## src/hw/rtl/chi_pkg.sv

```systemverilog
package chi_pkg;

  localparam int unsigned MaxTablesDefault    = 4;
  localparam int unsigned TableDepthDefault   = 1024;
  localparam int unsigned MaxFunctionsDefault = 4;
  localparam int unsigned QueueDepth          = 2;

  localparam int unsigned KeyW  = 32;
  localparam int unsigned MultW = 31;
  localparam int unsigned ProdW = KeyW + MultW;
  localparam int unsigned CfgW  = 32;

  typedef enum logic [2:0] {
    CfgNumTables    = 3'd0,
    CfgNumFunctions = 3'd1,
    CfgTableSize    = 3'd2,
    CfgMaxLoop      = 3'd3,
    CfgMult0        = 3'd4,
    CfgMult1        = 3'd5,
    CfgMult2        = 3'd6,
    CfgMult3        = 3'd7
  } cfg_idx_e;

  typedef enum logic [3:0] {
    StIdle,
    StMul,
    StMod,
    StRead,
    StWait,
    StDecide,
    StOut,
    StClear
  } walk_state_e;

endpackage

```

## src/hw/rtl/chi_front.sv

```systemverilog
module chi_front #(
  parameter int unsigned Depth = chi_pkg::QueueDepth
) (
  input  logic                      clk_i,
  input  logic                      rst_ni,
  input  logic                      s_axis_tvalid,
  output logic                      s_axis_tready,
  input  logic [chi_pkg::KeyW-1:0]  s_axis_tdata,
  output logic                      q_valid_o,
  input  logic                      q_pop_i,
  output logic [chi_pkg::KeyW-1:0]  q_key_o
);
  import chi_pkg::*;

  localparam int unsigned PtrW = (Depth > 1) ? $clog2(Depth) : 1;

  logic [KeyW-1:0] mem_q [Depth];
  logic [PtrW-1:0] wr_q, wr_d, rd_q, rd_d;
  logic [PtrW:0]   cnt_q, cnt_d;
  logic            push;

  assign s_axis_tready = (cnt_q < (PtrW+1)'(Depth));
  assign push          = s_axis_tvalid && s_axis_tready;
  assign q_valid_o     = (cnt_q != '0);
  assign q_key_o       = mem_q[rd_q];

  always_comb begin
    wr_d  = wr_q;
    rd_d  = rd_q;
    cnt_d = cnt_q;
    if (push) begin
      wr_d = (wr_q == PtrW'(Depth - 1)) ? '0 : wr_q + 1'b1;
    end
    if (q_pop_i) begin
      rd_d = (rd_q == PtrW'(Depth - 1)) ? '0 : rd_q + 1'b1;
    end
    if (push && !q_pop_i) begin
      cnt_d = cnt_q + 1'b1;
    end else if (!push && q_pop_i) begin
      cnt_d = cnt_q - 1'b1;
    end
  end

  always_ff @(posedge clk_i or negedge rst_ni) begin
    if (!rst_ni) begin
      wr_q  <= '0;
      rd_q  <= '0;
      cnt_q <= '0;
    end else begin
      wr_q  <= wr_d;
      rd_q  <= rd_d;
      cnt_q <= cnt_d;
    end
  end

  always_ff @(posedge clk_i) begin
    if (push) begin
      mem_q[wr_q] <= s_axis_tdata;
    end
  end

endmodule

```

## config.mk

```make
export PLATFORM = sky130hd
export DESIGN_NAME = chi_front
export DESIGN_NICKNAME = d
export VERILOG_FILES = /design/src/hw/rtl/chi_pkg.sv /design/src/hw/rtl/chi_front.sv
export SDC_FILE = /design/constraint.sdc
export NUM_CORES = 1
export LEC_CHECK = 0
export ABC_AREA = 1
export BUFFER_PORTS_ARGS = -buffer_cell sky130_fd_sc_hd__buf_2
export CAP_MARGIN = 20
export CORE_MARGIN = 2
export CORE_UTILIZATION = 52
export DETAILED_ROUTE_END_ITERATION = 8
export PLACE_DENSITY = 0.79
export REMOVE_ABC_BUFFERS = 1
export SLEW_MARGIN = 40
export SYNTH_ARGS = -nofsm -noshare
export SYNTH_HDL_FRONTEND = slang
export SYNTH_SLANG_ARGS = --single-unit
```

## constraint.sdc

```tcl
create_clock -name clk_i -period 3.3 [get_ports clk_i]
set_clock_uncertainty 0.1 [all_clocks]
set_input_delay 0.66 -clock clk_i [delete_from_list [all_inputs] [get_ports clk_i]]
set_output_delay 0.66 -clock clk_i [all_outputs]
set_load 0.01 [all_outputs]
```

==> results_dict.tcl, run 1 <==
set metrics [dict create \
    yosysMostFrequentCell "edfxtp_1" \
    ctsLongestPathBuffers 2 \
    detailedPlacementHpwl_um 2760 \
    n_fill_cell 360 \
    postSynthCellCount 125 \
    start_util_pct 52.9 \
    warning_count_from_the_yosys_run 0 \
    required_time_worst_endpoint_ps 2540 \
    ctsResizeCount 0 \
    ctsRootBufferMaster "clkbuf_8" \
    setup_total_negative_slack_ps 0 \
    max_cap_viol_count 0 \
    postSynth.topFlopCell "edfxtp_1" \
    clock_sinks 68 \
    globalRoute.totalOverflow 0 \
    worst_pin_slew_ps 460 \
    drt-initial-drc-count 69 \
    dr_total_vias 1306 \
    share_of_synthesized_area_occupied_by_flip_flops_and_latches_pct 75.8 \
    path_delay_family "flip-flops" \
    critPathCaptureType "primary output" \
    status "finished clean" \
    antenna_found_initial 0 \
    die_width_um 75.6 \
    timing.critical_path.slowest_stage_cell "dfrtp_2" \
    hold_path_class "in2async" \
    finalSetupViolations 0 \
    drt-wirelength-per-cell_um 13.8 \
    layout.nets 241 \
    buffer_ports.inserted 69 \
    mappedNetlistArea_sq_um 2670 \
    async_reset_ff_share_pct 5.88 \
    place_congestion 0.646 \
    layout_min_cycle_time_ps 2440 \
    viasPerCell 4.68 \
    placeableCoreArea_sq_um 5040 \
    remaining_drc_errors 0 \
    min_period_over_period_pct 73.9 \
    synth.distinct_cells 14 \
    crit_buf_inv 2 \
    p_leak_nw 1.35 \
    critPathArrivalTime_ps 1680 \
    cts_tree "built" \
    clk_pin_slew_worst_setup_hold_paths_ps 70 \
    final_hold_viol_count 0 \
    startpoint_type "register" \
    cts_inserted_buffers 9 \
    drv_slew 0 \
    ant_diodes 0 \
    ios 70 \
    critical-path-max-stage-delay_ps 630 \
    post_synth_main_area_contributors "edfxtp_1, mux2_4, dfrtp_1, buf_12, mux2_2" \
    slew_headroom_pct 69.3 \
    power-per-cell-area_nw_per_um2 837 \
    multi_input_area_sq_um 564 \
    postSynthRegisterBits 68 \
    yosys.area.top_type_share_pct 72.0 \
    first_pass_iters 4 \
    avgSynthCellArea_sq_um 21.4 \
    syn_to_final_growth_pct 22.3 \
    drive_gt1_share_pct 57.4 \
    synth_top_area_cell "edfxtp_1" \
    synth_edf_count 64 \
    pin_count_of_the_biggest_net_entering_global_routing 24 \
    grt_pass1_vias 1206 \
    cts.htree.levels 3 \
    antenna_violation_net_count_after_detailed_routing 0 \
    floorplan.die_area_sq_um 5720 \
    grt_first_pass_wirelength_um 5460 \
    worstSkewPairLatency_ps 320 \
    rsz0062_at_grt "false" \
    cp_cell_sequence "buf_12, mux2_4, buf_2" \
    utilization_pct 64.7 \
    postCtsSetupRepairBufs 0 \
    cts_hold_buffers 0 \
    critical_path.max_fanout 20 \
    critical_path_class "reg2out" \
    die_h_um 75.6 \
    gr_util_all_layers_pct 13.9 \
    seq_area_sq_um 2020 \
    routed_wl_um 3840 \
    max-vdd-ir-drop_mv 0.501 \
    floorplan.rows 26 \
    yosys-top-cells-count "edfxtp_1, mux2_4, inv_1" \
    reg2reg_setup_slack_ps 1450 \
    fmaxAchievable_mhz 410 \
]
==> cell families after synthesis <==
group,Yosys count,synth area share [%]
mux,32,17.6
xor+xnor,3,0.985
simple gates,10,1.55
fa+ha+maj,1,0.469
buf+inv,11,3.66
flops,68,75.8
==> worst reg2reg max path, stage by stage, from the launching register on <==
cell     delay, ps
dfrtp_1        380
inv_1          100
nand2_1        180
nor2_4         420
buf_4          350
==> metal layers <==
layer / vias up / wire, um / track usage, %
met1: 620 / 1580 / 17.0
met5: - / 0 / 0
li1: 628 / - / -
met3: 5 / 269 / 4.50
met2: 53 / 1970 / 21.5
met4: 0 / 21 / 8.77
==> report_power, final <==
part / total [W] / internal, W / switching, W
clock: 0.000625 / 0.000341 / 0.000284
sequential: 0.00125 / 0.00115 / 0.0000925
combinational: 0.000864 / 0.000464 / 0.000400
total: 0.00273 / 0.00196 / 0.000776
==> cells in the final DEF (no fill, tap or decap), types with 2 or more instances in the layout <==
master | Yosys | layout
xor2_1 | 2 | 2
clkinv_2 | 0 | 2
inv_1 | 7 | 7
nor2_4 | 0 | 2
clkinv_1 | 0 | 2
buf_2 | 0 | 69
mux2_4 | 29 | 29
clkbuf_8 | 0 | 9
nand2_1 | 6 | 6
dfrtp_1 | 4 | 3
edfxtp_1 | 64 | 64
buf_4 | 0 | 2
mux2_2 | 3 | 3
==> state kept, by name (all words and copies together), names as in the netlist <==
signal / count
mem_q: 64
cnt_q: 2
rd_q: 1
wr_q: 1
==> stage by stage <==
step | setup slack (ps) | hold slack, ps | power [W] | cell area (sq um) | cells
2_1_floorplan | 652 | 264 | 0.00184 | 2600 | 121
3_3_place_gp | 1200 | 353 | 0.00212 | 3080 | 263
3_5_place_dp | 1160 | 373 | 0.00215 | 3080 | 263
4_1_cts | 818 | 13.8 | 0.00277 | 3260 | 279
5_1_grt | 772 | 17.0 | 0.00288 | 3260 | 279
6_report | 862 | 30.5 | 0.00273 | 3260 | 279
==> area by class of cell <==
| type | count | share of cell area, % |
|---|---|---|
| clock buffer | 10 | 3.91 |
| sequential | 68 | 62.0 |
| tap | 70 | 2.68 |
| clock inverter | 6 | 1.69 |
| inverter | 7 | 0.805 |
| timing repair buffer | 72 | 11.7 |
| multi-input combinational | 46 | 17.3 |
==> path summary, 6_finish.rpt <==
kind	endpoint	from	depth (start not counted)
hold / removal	cnt_q[1]	rst_ni	1
hold reg to reg	cnt_q[1]	cnt_q[1]	2
max in group asynchronous	rd_q	rst_ni	1
setup / recovery	q_key_o[31]	rd_q	3
setup reg to reg	mem_q[1][4]	cnt_q[1]	4
min in group clk_i	cnt_q[1]	cnt_q[1]	2
(Power assumes the default switching activity.)
==> inputs of run 2 (changes only) <==
Settings changed: CORE_UTILIZATION 52 to 47, PLACE_DENSITY 0.79 to 0.75.
Clock period 3.3 ns to 2.23 ns, I/O delays scaled along.
==> run 2 against run 1 <==
Effect of this change: clock power is 44% higher; sequential power rose by 43%; sequential cell count is the same; final area grew 1.0%; critical endpoint is now q_key_o[4]; largest power group unchanged; highest routed layer unchanged.
==> results_dict.tcl, run 2 (synthesis gave the netlist of run 1 again) <==
set metrics [dict create \
    slew_headroom_pct 81.8 \
    antenna_violation_net_count_after_detailed_routing 0 \
    place_congestion 0.715 \
    critPathCaptureType "primary output" \
    min_from "s_axis_tdata[13]" \
    register_ranked_first_by_flip_flop_count "mem_q" \
    cts.htree.levels 3 \
    layout.nets 245 \
    ios 70 \
    critPathArrivalTime_ps 1450 \
    ctsResizeCount 0 \
    die_width_um 79.4 \
    comb_power_share_pct 33.8 \
    buffer_ports.inserted 69 \
    layout_common_cells "buf_2, edfxtp_1, mux2_4" \
    layout_min_cycle_time_ps 2000 \
    placeableCoreArea_sq_um 5510 \
    p_int_w 0.00292 \
    max_cap_viol_count 0 \
    startpoint_type "register" \
    share_clk_of_total_power_pct 22.2 \
    n_fill_cell 407 \
    drv_slew 0 \
    power_switching_share_pct 28.2 \
    most_common_cell_after_layout_fill_and_taps_aside "buf_2" \
    clk_pin_slew_worst_setup_hold_paths_ps 70 \
    gr_util_all_layers_pct 14.2 \
    drive_gt1_share_pct 57.3 \
    rsz0062_at_grt "false" \
    syn_to_final_growth_pct 23.6 \
    finalSetupViolations 0 \
    hold_ws_ps 203 \
    cp_cell_sequence "buf_4, mux2_4, buf_2" \
    final_hold_viol_count 0 \
    critical_path_class "reg2out" \
    power-per-cell-area_nw_per_um2 1230 \
    ctsLongestPathBuffers 2 \
    largestRegisters "mem_q (64), cnt_q (2)" \
    setup_total_negative_slack_ps 0 \
    min_period_over_period_pct 89.5 \
    grt_pass1_vias 1330 \
    p_leak_nw 1.36 \
    cts_inserted_buffers 9 \
    remaining_drc_errors 0 \
    globalRoute.totalOverflow 0 \
    status "finished clean" \
    viasPerCell 4.63 \
    p_sw_w 0.00115 \
    required_time_worst_endpoint_ps 1680 \
    ant_diodes 0 \
    ctsRootBufferMaster "clkbuf_8" \
    hold_path_class "in2reg" \
    antenna_found_initial 0 \
    utilization_pct 59.9 \
    cts_tree "built" \
    floorplan.rows 27 \
    cts_hold_buffers 1 \
    critical_path.max_fanout 13 \
    drt-initial-drc-count 42 \
    startpoint "rd_q" \
    critical-path-max-stage-delay_ps 380 \
    clock_sinks 68 \
    first_pass_iters 4 \
    drt-wirelength-per-cell_um 14.3 \
    routed_wl_um 4060 \
    timing.critical_path.slowest_stage_cell "dfrtp_2" \
    worst_pin_slew_ps 273 \
    floorplan.die_area_sq_um 6300 \
    largest_register_ff_count 64 \
    start_util_pct 48.5 \
    die_h_um 79.4 \
    sequentialPowerShare_pct 44.0 \
    detailedPlacementHpwl_um 2900 \
    worstSkewPairLatency_ps 320 \
    max-vdd-ir-drop_mv 0.663 \
    dr_total_vias 1320 \
    pin_count_of_the_biggest_net_entering_global_routing 21 \
    postCtsSetupRepairBufs 0 \
    fmaxAchievable_mhz 501 \
    grt_first_pass_wirelength_um 6270 \
    reg2reg_from "cnt_q[1]" \
]
[run 2: cell types whose count changed in the layout (fill, tap and decap cells not counted), sizes merged]
| cell | delta |
|---|---|
| clkbuf | -1 |
| dlygate4sd3 | +1 |
| clkinv | +1 |
| buf | +3 |
[run 2: final cells by class]
| class | instances | area, sq um | area share, % |
|---|---|---|---|
| sequential | 68 | 2020 | 61.3 |
| multi-input combinational | 46 | 564 | 17.1 |
| timing repair buffer | 76 | 413 | 12.5 |
| clock buffer | 9 | 124 | 3.76 |
| tap | 72 | 90.1 | 2.73 |
| clock inverter | 7 | 57.6 | 1.75 |
| inverter | 7 | 26.3 | 0.797 |
[run 2: layer usage]
metal,GRT usage (%),vias to the layer above,part of all wire [%]
met5,0,-,0
met4,9.31,0,2.2
met3,3.64,7,5.0
met2,23.3,42,53
met1,16.4,633,40
li1,-,638,-
[run 2: power groups by stage]
stage	clock, W	sequential, W	combinational (W)
after global placement	0	0.00180	0.00138
after global routing	0.000973	0.00181	0.00149
after detailed placement	0	0.00182	0.00140
final	0.000903	0.00179	0.00137
after floorplan	0	0.00191	0.000816
after CTS	0.000928	0.00179	0.00140
[run 2: critical path: cells and delay by family, from the launching register on]
family	cells	cell delay [ps]
multiplexers	1	320
buffers and inverters	2	410
flip-flops	1	380
[run 2: final timing paths]
path | endpoint | slack (ps) | cells past startpoint
min in group asynchronous | wr_q | 350 | 2
worst min-delay path | mem_q[0][13] | 200 | 1
worst min register to register | cnt_q[1] | 390 | 2
max in group asynchronous | rd_q | 1540 | 2
worst max-delay path | q_key_o[4] | 230 | 3
worst max register to register | cnt_q[1] | 730 | 8
[run 2: through the flow]
step	worst slack [ps]	cells	total power, W	instance area, sq um
2_1_floorplan	-281	121	0.00273	2600
3_3_place_gp	587	268	0.00319	3110
3_5_place_dp	574	268	0.00322	3110
4_1_cts	210	285	0.00413	3300
5_1_grt	174	285	0.00427	3300
6_report	235	285	0.00407	3300
==> inputs of run 3 (changes only) <==
--- a/config.mk
+++ b/config.mk
@@ -13,4 +13,5 @@
 export DETAILED_ROUTE_END_ITERATION = 8
 export PLACE_DENSITY = 0.75
+export RECOVER_POWER = 50
 export REMOVE_ABC_BUFFERS = 1
 export SLEW_MARGIN = 40
==> constraint.sdc (replaced) <==
create_clock -name clk_i -period 2.23 [get_ports clk_i]
set_clock_uncertainty 0.1 [all_clocks]
set_input_delay 0.223 -clock clk_i [delete_from_list [all_inputs] [get_ports clk_i]]
set_output_delay 0.223 -clock clk_i [all_outputs]
set_load 0.01 [all_outputs]
==> run 3 against run 2 <==
Effect of this change: maximum frequency grew 4.7%; sequential power is essentially flat; power grew 4.2%; critical path type unchanged.
==> results_dict.tcl, run 3 (synthesis gave the netlist of run 1 again) <==
set metrics [dict create \
    critPathArrivalTime_ps 1580 \
    register_ranked_first_by_flip_flop_count "mem_q" \
    hold_path_class "in2async" \
    drt-wirelength-per-cell_um 14.1 \
    max-vdd-ir-drop_mv 0.548 \
    post_layout_nonfiller_instances 317 \
    timing.critical_path.slowest_stage_cell "dfrtp_2" \
    worstSkewPairLatency_ps 330 \
    rsz0062_at_grt "false" \
    largestRegisters "mem_q (64), cnt_q (2)" \
    finalSetupViolations 0 \
    seq_area_sq_um 2020 \
    most_common_cell_after_layout_fill_and_taps_aside "edfxtp_1" \
    dr_total_vias 1465 \
    die_width_um 79.4 \
    critical_path_class "reg2out" \
    crit_buf_inv 2 \
    p_leak_nw 1.44 \
    clock_sinks 68 \
    critical-path-max-stage-delay_ps 480 \
    cts_inserted_buffers 9 \
    required_time_worst_endpoint_ps 1910 \
    startpoint_type "register" \
    final_hold_viol_count 0 \
    drt-initial-drc-count 83 \
    antenna_found_initial 0 \
    worst_pin_slew_ps 412 \
    path_delay_family "flip-flops" \
    clk_pin_slew_worst_setup_hold_paths_ps 70 \
    critPathCaptureType "primary output" \
    buffer_ports.inserted 69 \
    layout_min_cycle_time_ps 1910 \
    slew_headroom_pct 72.5 \
    n_fill_cell 388 \
    multi_input_area_sq_um 564 \
    die_h_um 79.4 \
    floorplan.die_area_sq_um 6300 \
    globalRoute.totalOverflow 0 \
    ant_diodes 0 \
    syn_to_final_growth_pct 35.6 \
    grt_first_pass_wirelength_um 6980 \
    power-per-cell-area_nw_per_um2 1170 \
    viasPerCell 4.62 \
    antenna_violation_net_count_after_detailed_routing 0 \
    ctsLongestPathBuffers 2 \
    drv_slew 0 \
    remaining_drc_errors 0 \
    place_area_sq_um 3100 \
    start_util_pct 48.5 \
    max_cap_viol_count 0 \
    cts.htree.levels 3 \
    layout.nets 277 \
    fmaxAchievable_mhz 525 \
    ctsRootBufferMaster "clkbuf_8" \
    gr_util_all_layers_pct 15.8 \
    routed_wl_um 4470 \
    layout_common_cells "edfxtp_1, buf_2, dlygate4sd3_1" \
    drive_gt1_share_pct 40.8 \
    detailedPlacementHpwl_um 2820 \
    place_congestion 0.667 \
    largest_register_ff_count 64 \
    min_period_over_period_pct 85.5 \
    fin_area_sq_um 3620 \
    placeableCoreArea_sq_um 5510 \
    critical_path.max_fanout 28 \
    pin_count_of_the_biggest_net_entering_global_routing 29 \
    floorplan.rows 27 \
    grt_pass1_vias 1531 \
    cts_tree "built" \
    first_pass_iters 4 \
    numPlacedInstances 267 \
    cp_cell_sequence "buf_12, mux2_2, buf_2" \
    ios 70 \
    status "finished clean" \
]
run 3: changes by cell type in the layout (fill, tap and decap cells not counted), moves of 3 or more:
cell	change
dlygate4sd3_1	+33
buf_2	-25
clkbuf_1	+24
buf_4	-3
clkbuf_2	+3
clkinv_1	-3
run 3: what timing repair did:
item,4_1_cts,5_1_grt
endpoints found under the hold margin,69,0
hold buffers,34,0
gates resized for setup,0,0
buffers inserted,0,0
run 3: final cells by class:
cell class	instances	area share, %
well taps	72	2.49
multi-input cells	46	15.6
flip-flops and latches	68	55.9
clock inverters	7	2.52
inverters	7	0.726
repair buffers	108	19.4
clock buffers	9	3.42
run 3: layer usage:
layer | vias to the layer above | routed length [um] | GRT usage (%)
li1 | 702 | - | -
met1 | 706 | 1680 | 16.3
met2 | 48 | 2500 | 27.9
met3 | 9 | 203 | 6.14
met4 | 0 | 92 | 7.93
met5 | - | 0 | 0
run 3: path summary, 6_finish.rpt:
path | start | endpoint | slack, ps | depth (start not counted)
min | rst_ni | cnt_q[1] | 150 | 2
max | rd_q | q_key_o[5] | 320 | 3
min reg2reg | cnt_q[1] | cnt_q[1] | 380 | 2
max reg2reg | cnt_q[1] | mem_q[1][0] | 610 | 4
min in group clk_i | s_axis_tvalid | wr_q | 250 | 3
max in group asynchronous | rst_ni | rd_q | 1670 | 2
run 3: where the power goes:
| group | internal [W] | total [W] | switching (W) |
|---|---|---|---|
| sequential | 0.00171 | 0.00181 | 0.000105 |
| clock | 0.000622 | 0.00105 | 0.000430 |
| combinational | 0.000722 | 0.00137 | 0.000650 |
run 3: through the flow:
step                      util, %  hold WS, ps  power, W  setup WS [ps]  TNS, ps
after floorplan                 -         -173   0.00273           -281   -17970
after global routing         65.7          155   0.00446            245        0
after detailed placement     56.3        -62.8   0.00321            665        0
after CTS                    66.4         99.0   0.00431            296        0
final                        65.7          153   0.00424            323        0
after global placement       56.3        -61.6   0.00318            687        0
